==> config.mk <==
export PLATFORM = sky130hd
export DESIGN_NAME = vae_out_skid
export DESIGN_NICKNAME = d
export VERILOG_FILES = /design/src/vae_out_skid.sv
export SDC_FILE = /design/constraint.sdc
export NUM_CORES = 1
export LEC_CHECK = 0
export ABC_AREA = 1
export BUFFER_PORTS_ARGS = -buffer_cell sky130_fd_sc_hd__buf_2
export CELL_PAD_IN_SITES_DETAIL_PLACEMENT = 1
export CELL_PAD_IN_SITES_GLOBAL_PLACEMENT = 1
export CORE_UTILIZATION = 35
export DETAILED_ROUTE_END_ITERATION = 8
export PLACE_DENSITY = 0.68
export SYNTH_ARGS = -nofsm -noshare
export SYNTH_HDL_FRONTEND = slang
export SYNTH_SLANG_ARGS = --single-unit
==> constraint.sdc <==
create_clock -name aclk -period 3.65 [get_ports aclk]
set_clock_uncertainty 0.2 [all_clocks]
set_input_delay 0 -clock aclk [delete_from_list [all_inputs] [get_ports aclk]]
set_output_delay 0 -clock aclk [all_outputs]
set_load 0.05 [all_outputs]
==> src/vae_out_skid.sv <==
// output register with skid slot so the pipeline keeps taking requests
module vae_out_skid #(
    parameter int W = 32
) (
    input  logic         aclk,
    input  logic         aresetn,
    input  logic         in_valid,
    input  logic [W-1:0] in_data,
    output logic         in_ready,
    output logic         out_valid,
    output logic [W-1:0] out_data,
    input  logic         out_ready
);

    logic         out_valid_reg, out_valid_next;
    logic [W-1:0] out_data_reg, out_data_next;
    logic         skid_valid_reg, skid_valid_next;
    logic [W-1:0] skid_data_reg, skid_data_next;
    logic         take;

    always_comb begin
        take            = in_valid && !skid_valid_reg;
        out_valid_next  = out_valid_reg;
        out_data_next   = out_data_reg;
        skid_valid_next = skid_valid_reg;
        skid_data_next  = skid_data_reg;
        if (out_ready || !out_valid_reg) begin
            out_valid_next  = skid_valid_reg || take;
            out_data_next   = skid_valid_reg ? skid_data_reg : in_data;
            skid_valid_next = 1'b0;
        end else if (take) begin
            skid_valid_next = 1'b1;
            skid_data_next  = in_data;
        end
    end

    always_ff @(posedge aclk) begin
        if (!aresetn) begin
            out_valid_reg  <= 1'b0;
            skid_valid_reg <= 1'b0;
        end else begin
            out_valid_reg  <= out_valid_next;
            skid_valid_reg <= skid_valid_next;
        end
    end

    always_ff @(posedge aclk) begin
        out_data_reg  <= out_data_next;
        skid_data_reg <= skid_data_next;
    end

    assign in_ready  = !skid_valid_reg;
    assign out_valid = out_valid_reg;
    assign out_data  = out_data_reg;

endmodule

# Word-level counts from Yosys, hierarchy flattened
# Cells that the tools add are included.
dict set report classes {
  mux 1
  bitwise_logic 2
  n_reduce_logical 7
}
# op count
set ops {}
lappend ops {{$mux W32} 1}
lappend ops {{$logic_not A1 Y1} 2}
lappend ops {{$logic_or A1 B1 Y1} 2}
lappend ops {{$not A1 Y1} 2}
lappend ops {{$reduce_and A2 Y1} 1}
lappend ops {{$reduce_or A2 Y1} 1}
lappend ops {{$logic_and A1 B1 Y1} 1}
dict set report word_totals {
  ff_bits 66
  in_bits 36
  output_inout_bits 34
  elab_cells 14
}

# Longest topological paths before layout
dict set report logic_depth {
  depth_word 4
  mapped_depth 5
}

# Worst setup path after synthesis
# OpenSTA, ideal clock, no wires.
dict set report synth_timing {
  kind {register to register}
  start {register out_valid_reg, in the netlist out_valid}
  end {register skid_data_reg[0], enable pin}
  setup_ns 0.422
  arrival_time_ns 2.970
  setup_slack_ns 0.059
  stages_incl_launch_ff 3
  n_path_buf 0
  period_less_slack_ns 3.591
  path_cell_list {dfxtp_1 -> nand2_1 -> nor2_1}
}
dict set report synth_via {
  elab_chain_cells 4
}
# item line_no
set synth_lines {}
lappend synth_lines {{start: declaration} 15} ;# logic out_valid_reg, out_valid_next;
lappend synth_lines {{start signal: assignment} 42} ;# out_valid_reg <= out_valid_next;
lappend synth_lines {{$logic_not A1 Y1} 27} ;# if (out_ready || !out_valid_reg) begin
lappend synth_lines {{$logic_or A1 B1 Y1} 27}
lappend synth_lines {{$not A1 Y1 (no line)} --}
lappend synth_lines {{$reduce_and A2 Y1 (no line)} --}
lappend synth_lines {{end signal: assignment} 49} ;# skid_data_reg <= skid_data_next;
lappend synth_lines {{end: declaration} 18} ;# logic [W-1:0] skid_data_reg, skid_data_next;
# Every way passes these cells.
# A chain may end at the register's enable or synchronous reset.

# Final worst setup path
dict set report layout_timing {
  start {register skid_valid_reg}
  end {register out_valid_reg, in the netlist out_valid}
}
dict set report layout_via {
  elab_chain_cells 3
}
# item line_no
set layout_lines {}
lappend layout_lines {{start: declaration} 17} ;# logic skid_valid_reg, skid_valid_next;
lappend layout_lines {{start signal: assignment} 43} ;# skid_valid_reg <= skid_valid_next;
lappend layout_lines {{$logic_not A1 Y1} 22} ;# take = in_valid && !skid_valid_reg;
lappend layout_lines {{$logic_and A1 B1 Y1} 22}
lappend layout_lines {{$logic_or A1 B1 Y1 (*)} 28} ;# out_valid_next = skid_valid_reg || take;
# Every way passes the cells marked *; elsewhere a longest branch is shown, timed or not.

==> reports/metrics.cfg <==
[layout]
areaGrowthSynthToFinish_pct=36.7
stdcell_area_mm2=0.00343
drive_gt1_frac=0.356
final_util=0.499
layout.cells.non_filler=391
fin_nets=326
diodes=0

[critical_path]
cp_max_fo=35
cp_data_arrival_time_ns=2.51
worstSetupEndpointType=flip-flop
cp.required_ns=3.72
critPathKind=flip-flop to flip-flop
cp-start-kind=flip-flop

[place]
pre_cts_slack_ns=1.31
placed_cells=338
gp_congestion=0.701
io_buffers=69
place_hpwl_mm=3.20
placed_cell_area_mm2=0.00290

[global_routing]
grt_pass1_wl_mm=8.48
grt_max_degree=36
antenna_found_initial=0
overflow=0
first_global_vias=1750
grt_use_total=0.155

[sta]
rsz0062_at_grt=no
holdWs_ns=0.172
finalCritPeriodShare=0.668
slew_violations=0
finalHoldViolations=0
setup_tns_ns=0
max_freq_mhz=410
finalSetupViolations=0
worst_pin_slew_ns=0.896
fin_ws_ns=1.21
slew_headroom=0.402
min_period_ns=2.44

[routing]
ant_nets=0
vias=1673
drt-wirelength-per-cell_um=13.3
routed_wl_mm=5.21
drc=0
vias_per_cell=4.28
firstDrtPassIters=4
drt-initial-drc-count=135

[floorplan]
fp-row-count=30
fp.dieW_um=86.6
dieArea_mm2=0.00750
core_area_mm2=0.00687
dieHeight_um=86.6
io_pins=70
start_util=0.365

[power]
pwr-share-comb=0.150
clkPwrFrac=0.305
p_leak_nw=1.45
p_per_area_mw_per_mm2=479
total_power_mw=1.64
switching_power_mw=0.445
p_seq_frac=0.545
p_int_mw=1.19
swShare=0.271
peakVddDrop_mv=0.162

[logic_synthesis]
syn_area_mm2=0.00251
synth_cell_type_count=12
syn_area_per_cell_um2=14.0
yosysSeqAreaShare=0.783
synth_seq_cells=66
syn_inst=179
synth_nets=215
synth-warning-count=0

[clocking]
h-tree-depth=3
clkTransAtPathRegs_ns=0.07
cts_made_buffers=9
cts.sinks=66
cts_setup_buffers=0
ctsRootBufferMaster=clkbuf_8
clock_path_buffers=2
cts_resized=0
clk-insertion-delay-late_ns=0.33
cts_tree=built

[flow_run]
cap_violations=0

[run_status]
outcome=completed

[worst_hold_path]
hp-class=input pin to flip-flop

==> worst paths after layout <==
kind,startpoint,endpoint,slack [ns],cells past startpoint
worst max-delay path,skid_valid_reg$_SDFFE_PP0P_,out_valid$_SDFFE_PN0P_,1.21,4
worst min register to register,skid_data_reg[24]$_DFFE_PP_,out_data[24]$_DFFE_PP_,0.32,2
worst min-delay path,out_ready,out_data[19]$_DFFE_PP_,0.17,4
worst max register to register,skid_valid_reg$_SDFFE_PP0P_,out_valid$_SDFFE_PN0P_,1.21,4
==> layout by cell type (no fill, tap or decap), drive strengths merged <==
cell	count
buf	70
clkbuf	12
clkinv	4
dfxtp	2
dlygate4sd3	37
edfxtp	64
inv	2
nand2	99
nand3	1
nor2	3
o21ai	1
==> critical path, cell delays in order (launching register included) <==
cell and delay, ns:
dfxtp_2 0.79, o21ai_0 0.20, dlygate4sd3_1 0.59, nand2_1 0.06
dlygate4sd3_1 0.54
==> power by group through the flow <==
stage / sequential, mW / combinational, mW / clock (mW)
finish: 0.893 / 0.246 / 0.500
global route: 0.897 / 0.262 / 0.550
CTS: 0.893 / 0.248 / 0.519
detailed placement: 0.909 / 0.218 / 0
global placement: 0.908 / 0.215 / 0
floorplan: 1.02 / 0.0418 / 0
==> kinds of logic (layout without fill, tap and decap cells) <==
kind of cell | count (synthesis) | after routing | synth area share
AO/OA/AOI/OAI | 1 | 1 | 0.00200
flip-flops | 66 | 66 | 0.783
buffers and inverters | 9 | 125 | 0.0414
AND/OR/NAND/NOR | 103 | 103 | 0.174
==> synthesized netlist by cell type <==
master	n	area, um2
nand2_1	80	300
edfxtp_1	64	1920
nand2_2	19	119
buf_6	3	33.8
nor2_1	3	11.3
buf_12	2	40.0
buf_4	2	15.0
dfxtp_1	2	40.0
inv_1	1	3.75
inv_8	1	11.3
nand3_1	1	5.00
o21ai_0	1	5.00
==> layer usage <==
metal,global-route usage,vias up,wire (um)
met5,0,-,0
met4,0.0697,0,92
met3,0.0438,7,158
met2,0.268,38,2800
met1,0.180,803,2150
li1,-,825,-
==> timing repair <==
item                                    4_1_cts  5_1_grt
hold endpoints to repair                     66        0
hold buffers                                 37        0
endpoints found under the setup margin        0        0
==> layout make-up <==
cell class | instances | area (um2)
flip-flops and latches | 66 | 1960
inverters | 2 | 15.0
clock inverters | 4 | 18.8
multi-input cells | 104 | 450
well taps | 96 | 120
repair buffers | 107 | 723
fillers | 751 | 3440
clock buffers | 12 | 135
Power figures use the tool's default switching activity.
