[src/vae_pkg.sv]
// shared constants for the vector azimuth and elevation pipeline
package vae_pkg;

    localparam int GUARD_BITS = 16;
    localparam int ACC_W = 32;
    localparam int THRESHOLD_W = 16;
    localparam logic [31:0] INV_GAIN_Q32 = 32'd2608131496;
    localparam logic [0:0] REG_THRESHOLD = 1'b0;

    localparam logic [31:0] ATAN_TABLE [0:31] = '{
        32'd536870912, 32'd316933406, 32'd167458907, 32'd85004756,
        32'd42667331, 32'd21354465, 32'd10680094, 32'd5340245,
        32'd2670163, 32'd1335087, 32'd667544, 32'd333772,
        32'd166886, 32'd83443, 32'd41722, 32'd20861,
        32'd10430, 32'd5215, 32'd2608, 32'd1304,
        32'd652, 32'd326, 32'd163, 32'd81,
        32'd41, 32'd20, 32'd10, 32'd5,
        32'd3, 32'd1, 32'd1, 32'd0
    };

endpackage

[src/vae_gain_stage.sv]
// gain correction of the horizontal magnitude and vertical test, two stages
module vae_gain_stage #(
    parameter int DW = 35,
    parameter int CW = 16
) (
    input  logic                              aclk,
    input  logic                              aresetn,
    input  logic                              en,
    input  logic [vae_pkg::THRESHOLD_W-1:0]   threshold,
    input  logic                              in_valid,
    input  logic signed [DW-1:0]              in_mag,
    input  logic signed [CW-1:0]              in_z,
    input  logic [vae_pkg::ACC_W-1:0]         in_az,
    output logic                              out_valid,
    output logic signed [DW-1:0]              out_ex,
    output logic signed [DW-1:0]              out_ez,
    output logic [vae_pkg::ACC_W-1:0]         out_az,
    output logic                              out_vertical,
    output logic                              out_zpos
);

    localparam int HW = (DW > 32) ? DW - 32 : 1;
    localparam int SW = HW + 33;

    logic [DW-1:0]             mag_u;
    logic [HW+31:0]            mag_ext;
    logic [HW+31:0]            p_hi_next;
    logic [63:0]               p_lo_next;
    logic [SW-1:0]             rt_full;
    logic [SW-1:0]             thr_cmp;

    logic                      v1_reg;
    logic [HW+31:0]            p_hi_reg;
    logic [63:0]               p_lo_reg;
    logic signed [CW-1:0]      z1_reg;
    logic [vae_pkg::ACC_W-1:0] az1_reg;

    logic                      v2_reg;
    logic signed [DW-1:0]      ex_reg;
    logic signed [DW-1:0]      ez_reg;
    logic [vae_pkg::ACC_W-1:0] az2_reg;
    logic                      vert_reg;
    logic                      zpos_reg;

    always_comb begin
        mag_u     = in_mag[DW-1] ? '0 : in_mag;
        mag_ext   = (HW+32)'(mag_u);
        p_lo_next = mag_ext[31:0] * vae_pkg::INV_GAIN_Q32;
        p_hi_next = mag_ext[HW+31:32] * vae_pkg::INV_GAIN_Q32;
        rt_full   = SW'(p_hi_reg) + SW'(p_lo_reg[63:32]);
        thr_cmp   = SW'({threshold, {vae_pkg::GUARD_BITS{1'b0}}});
    end

    always_ff @(posedge aclk) begin
        if (!aresetn) begin
            v1_reg <= 1'b0;
            v2_reg <= 1'b0;
        end else if (en) begin
            v1_reg <= in_valid;
            v2_reg <= v1_reg;
        end
    end

    always_ff @(posedge aclk) begin
        if (en) begin
            p_hi_reg <= p_hi_next;
            p_lo_reg <= p_lo_next;
            z1_reg   <= in_z;
            az1_reg  <= in_az;
            ex_reg   <= $signed(rt_full[DW-1:0]);
            ez_reg   <= {{(DW-CW-vae_pkg::GUARD_BITS){z1_reg[CW-1]}}, z1_reg,
                         {vae_pkg::GUARD_BITS{1'b0}}};
            az2_reg  <= az1_reg;
            vert_reg <= (rt_full <= thr_cmp);
            zpos_reg <= (z1_reg > 0);
        end
    end

    assign out_valid    = v2_reg;
    assign out_ex       = ex_reg;
    assign out_ez       = ez_reg;
    assign out_az       = az2_reg;
    assign out_vertical = vert_reg;
    assign out_zpos     = zpos_reg;

endmodule

[config.mk]
export PLATFORM = sky130hd
export DESIGN_NAME = vae_gain_stage
export DESIGN_NICKNAME = d
export VERILOG_FILES = /design/src/vae_pkg.sv /design/src/vae_gain_stage.sv
export SDC_FILE = /design/constraint.sdc
export NUM_CORES = 1
export LEC_CHECK = 0
export BUFFER_PORTS_ARGS = -buffer_cell sky130_fd_sc_hd__buf_2
export CAP_MARGIN = 20
export CORE_MARGIN = 2
export CORE_UTILIZATION = 57
export CTS_CLUSTER_SIZE = 20
export DETAILED_ROUTE_END_ITERATION = 8
export PLACE_DENSITY = 0.8
export SYNTH_ARGS = -nofsm -noshare
export SYNTH_HDL_FRONTEND = slang
export SYNTH_SLANG_ARGS = --single-unit
[constraint.sdc]
create_clock -name aclk -period 8.3 [get_ports aclk]
set_input_delay 0.83 -clock aclk [delete_from_list [all_inputs] [get_ports aclk]]
set_output_delay 0.83 -clock aclk [all_outputs]
set_load 0.1 [all_outputs]
# Word-level counts from Yosys, hierarchy flattened
# Index checks and enable logic that the tools add are counted.
dict set report word_totals {
  reg_bits 228
  in_bits 103
  elab_cells 17
}
dict set report classes {
  addsub 1
  n_mul 2
  magnitude_cmp 2
  muxes 1
}
# op n
set ops {}
lappend ops {{32-bit by 29-bit multiplier with 61-bit output, second input constant} 1}
lappend ops {{35-bit by 32-bit adder with 36-bit output} 1}
lappend ops {{36-bit by 32-bit less-or-equal comparator with 1-bit output} 1}
lappend ops {{34-bit 2-to-1 mux} 1}
lappend ops {{2-bit by 29-bit multiplier with 31-bit output, second input constant} 1}
lappend ops {{16-bit by 1-bit > comparator with 1-bit output, second input constant} 1}

# Logic depth before layout (Yosys ltp)
dict set report logic_depth {
  word_depth 2
  mapped_depth 29
  depth_no_buf 26
}

# Worst setup path before layout
# OpenSTA, ideal clock, no wires.
dict set report synth_timing {
  path_type {input to register}
  from {input port in_mag[34]}
  to {register p_lo_reg[42] (data pin)}
  arrival_ns 7.917
  t_required_ns 8.040
  setup_slack_ns 0.123
  path_stages 26
  n_path_buf 2
  path_cell_list {clkbuf_1 clkbuf_1 nand2b_1 inv_1 fa_1 inv_1 fa_1 inv_1 fa_1 fa_1 fa_1 fa_1 fa_1 inv_1 fa_1 inv_1 ha_1 a21oi_1 o21ai_0 a31oi_1 o221ai_1 o21a_1 or2_2 a21oi_1 o211a_1 xnor2_1}
}
dict set report synth_between {
  elab_chain_len 2
}
# item line_no
set synth_rtl {}
lappend synth_rtl {{start: declaration} vae_gain_stage.sv:11} ;# input logic signed [DW-1:0] in_mag,
lappend synth_rtl {{34-bit 2-to-1 mux} vae_gain_stage.sv:46} ;# mag_u = in_mag[DW-1] ? '0 : in_mag;
lappend synth_rtl {{32-bit by 29-bit multiplier with 61-bit output} vae_gain_stage.sv:48} ;# p_lo_next = mag_ext[31:0] * vae_pkg::INV_GAIN_Q32;
lappend synth_rtl {{named net p_lo_next[42]} vae_gain_stage.sv:28} ;# logic [63:0] p_lo_next;
lappend synth_rtl {{end signal: assignment} vae_gain_stage.sv:67} ;# p_lo_reg <= p_lo_next;
lappend synth_rtl {{end: declaration} vae_gain_stage.sv:34} ;# logic [63:0] p_lo_reg;
# The timed path passes the listed nets, and every way through them passes these cells.
# A chain may end at the register's enable or synchronous reset.

# Worst setup path after layout
dict set report layout_timing {
  from {input port in_mag[34]}
  to {register p_lo_reg[58] (data pin)}
}
# The elaborated chain is that of the path after synthesis.

==> flow_metrics.py <==
metrics = {
    "synth": {
        "synth_seq_cells": 173,
        "syn_avg_cell_area_um2": 11.0,
        "syn-instance-count": 2322,
        "yosys.area_share.xor_xnor_pct": 2.40,
        "ys.flop_type": "edfxtp_1",
        "synth_area_mm2": 0.0255,
        "async_flop_share_pct": 0,
        "yosys.area_share.simple_pct": 4.99,
        "synth_compound_area_share_pct": 5.92,
        "synth_fa_ha_area_share_pct": 54.8,
        "synth_top_family_by_area": "adder cells",
        "muxShareOfSynthArea_pct": 0.162,
        "synth_edf_count": 171,
        "synth_warnings": 0,
        "synth_cell_types": 67,
        "synth-seq-area-share_pct": 20.3,
    },
    "clock_tree": {
        "clk_latency_ps": 440,
        "clock_path_buffers": 2,
        "post_cts_buffers": 0,
        "cts-buffers-inserted": 17,
        "tritoncts": "built",
        "htreeDepth": 4,
        "root_buffer": "clkbuf_16",
        "clk_pin_slew_ps": 70,
        "cts_num_sinks": 173,
    },
    "layout": {
        "drive_above_1_share_pct": 12.4,
        "n_antenna_cell": 0,
        "nFillCells": 3464,
        "mostFrequentLayoutCell": "inv_1",
        "largest_reg_flops": 34,
        "layout_common_cells": "inv_1 (716), fa_1 (450), ha_1 (397)",
        "nNetsFinal": 3532,
        "syn_to_final_growth_pct": 10.9,
        "final_area_mm2": 0.0283,
    },
    "die": {
        "fp.dieW_um": 216,
        "rows": 77,
        "num_io_pins": 208,
        "die_area_mm2": 0.0465,
        "initial_core_util_pct": 57.7,
        "coreArea_mm2": 0.0442,
        "die_h_um": 216,
    },
    "sta": {
        "setup_viol": 0,
        "finalClockSkew_ps": 14.7,
        "fin_crit_ps": 7970,
        "relSlewSlack_pct": 40.3,
        "tns_ps": 0,
        "hold_violations": 0,
        "rsz0062_at_grt": "false",
        "fmax_mhz": 125,
        "worst_hold_slack_ps": 420,
        "maxSlewViolCount": 0,
        "worst_pin_slew_ps": 896,
        "fin_crit_sh_pct": 96.0,
    },
    "min_path": {
        "hold_path_end": "out_az[5]",
        "hold_path.class": "register to register",
        "whs_path_depth": 0,
        "min_from": "az1_reg[5]",
    },
    "worst_setup_path": {
        "worst_r2r_path_depth": 20,
        "end_kind": "register",
        "crit_family": "adder cells",
        "r2r_slack_ps": 2570,
        "cp.arrival_ps": 8230,
        "cpMostUsedCell": "fa_1",
        "worstSetupPathType": "primary input to register",
        "startpoint_type": "primary input",
        "rr_endpoint": "out_vertical",
        "worst_path_largest_cell_delay_ps": 600,
        "path_buf_inv": 7,
        "crit_fanout": 21,
        "slowest_stage": "fa_1",
        "reg2reg_from": "p_hi_reg[31]",
        "cp.required_ps": 8560,
    },
    "drt": {
        "drtPass1Iterations": 6,
        "wire_per_inst_um": 20.5,
        "drt_iter0_markers": 1316,
        "wl_met3_mm": 5.06,
        "ant_nets": 0,
        "wl_mm": 65.4,
        "dr_total_vias": 17100,
        "vias_per_cell": 5.37,
        "wl_met1_mm": 27.1,
        "topRoutingLayerUsed": "met4",
        "dr_wl_met2_mm": 31.1,
        "drc": 0,
    },
    "placement": {
        "io_buffer_count": 190,
        "routabilityCongestion": 1.06,
        "place_area_mm2": 0.0277,
        "hpwl_mm": 58.6,
    },
    "global_routing": {
        "grt_pass1_wl_mm": 103,
        "grt_overflow_total": 0,
        "antenna_found_initial": 0,
        "grt.total_usage_pct": 29.4,
        "grt_pass1_vias": 18300,
        "grt_max_degree": 103,
    },
    "run": {
        "max-cap-violations": 0,
    },
    "run_status": {
        "status": "completed",
    },
}
[worst max path at each step]
stage / startpoint / endpoint / slack [ps] / cells past startpoint
2_1_floorplan: in_mag[34] / p_lo_reg[42] / 120 / 26
3_3_place_gp: in_mag[34] / p_lo_reg[58] / -60 / 26
3_5_place_dp: in_mag[34] / p_lo_reg[58] / -150 / 26
4_1_cts: in_mag[34] / p_lo_reg[58] / 290 / 26
5_1_grt: in_mag[34] / p_lo_reg[58] / 40 / 27
6_report: in_mag[34] / p_lo_reg[58] / 330 / 26
[cell families after synthesis]
kind of cell	after synthesis
adders and majority gates	847
buffers and inverters	759
and+or+nand+nor	239
AOI/OAI and AO/OA	229
DFF	173
xor gates and xnor gates	70
muxes	4
other	1
[stage by stage]
stage | instances | utilization (%) | worst slack, ps
after floorplan | 2338 | - | 123
after global placement | 3155 | 62.5 | -63.2
after detailed placement | 3155 | 62.5 | -152
after CTS | 3187 | 63.9 | 287
after global routing | 3187 | 64.0 | 41.2
final | 3187 | 64.0 | 329
[per-layer routing]
metal | track usage, % | vias to the layer above
met3 | 5.24 | 114
met2 | 47.9 | 683
met1 | 40.5 | 8550
met4 | 9.20 | 0
li1 | - | 7766
met5 | 0 | -
[layout make-up]
| type | instances | area (µm²) | share of cell area (%) |
|---|---|---|---|
| repair buffers | 268 | 1570 | 5.55 |
| well taps | 592 | 741 | 2.62 |
| flip-flops and latches | 173 | 5170 | 18.3 |
| multi-input cells | 1406 | 17500 | 61.9 |
| inverters | 716 | 2690 | 9.50 |
| clock inverters | 15 | 171 | 0.606 |
| clock buffers | 17 | 425 | 1.50 |
[cell usage after synthesis, types with 22 or more instances]
master,n,area share [%]
ha_1,397,19
inv_1,716,11
fa_1,450,35
nand2_1,49,0.72
o21ai_0,32,0.63
clkbuf_1,22,0.32
xnor2_1,50,1.7
a21o_1,38,1.1
edfxtp_1,171,20
nor2_1,50,0.74
nor2b_1,27,0.66
a21oi_1,73,1.4
nand2b_1,33,0.81
[what timing repair did]
item,4_1_cts,5_1_grt
hold buffers,0,0
gates resized for setup,0,11
setup endpoints to repair,0,14
Power is left out: the tool's default activity adds up to more than one toggle a clock period on the data nets, which glitch-free logic cannot reach.
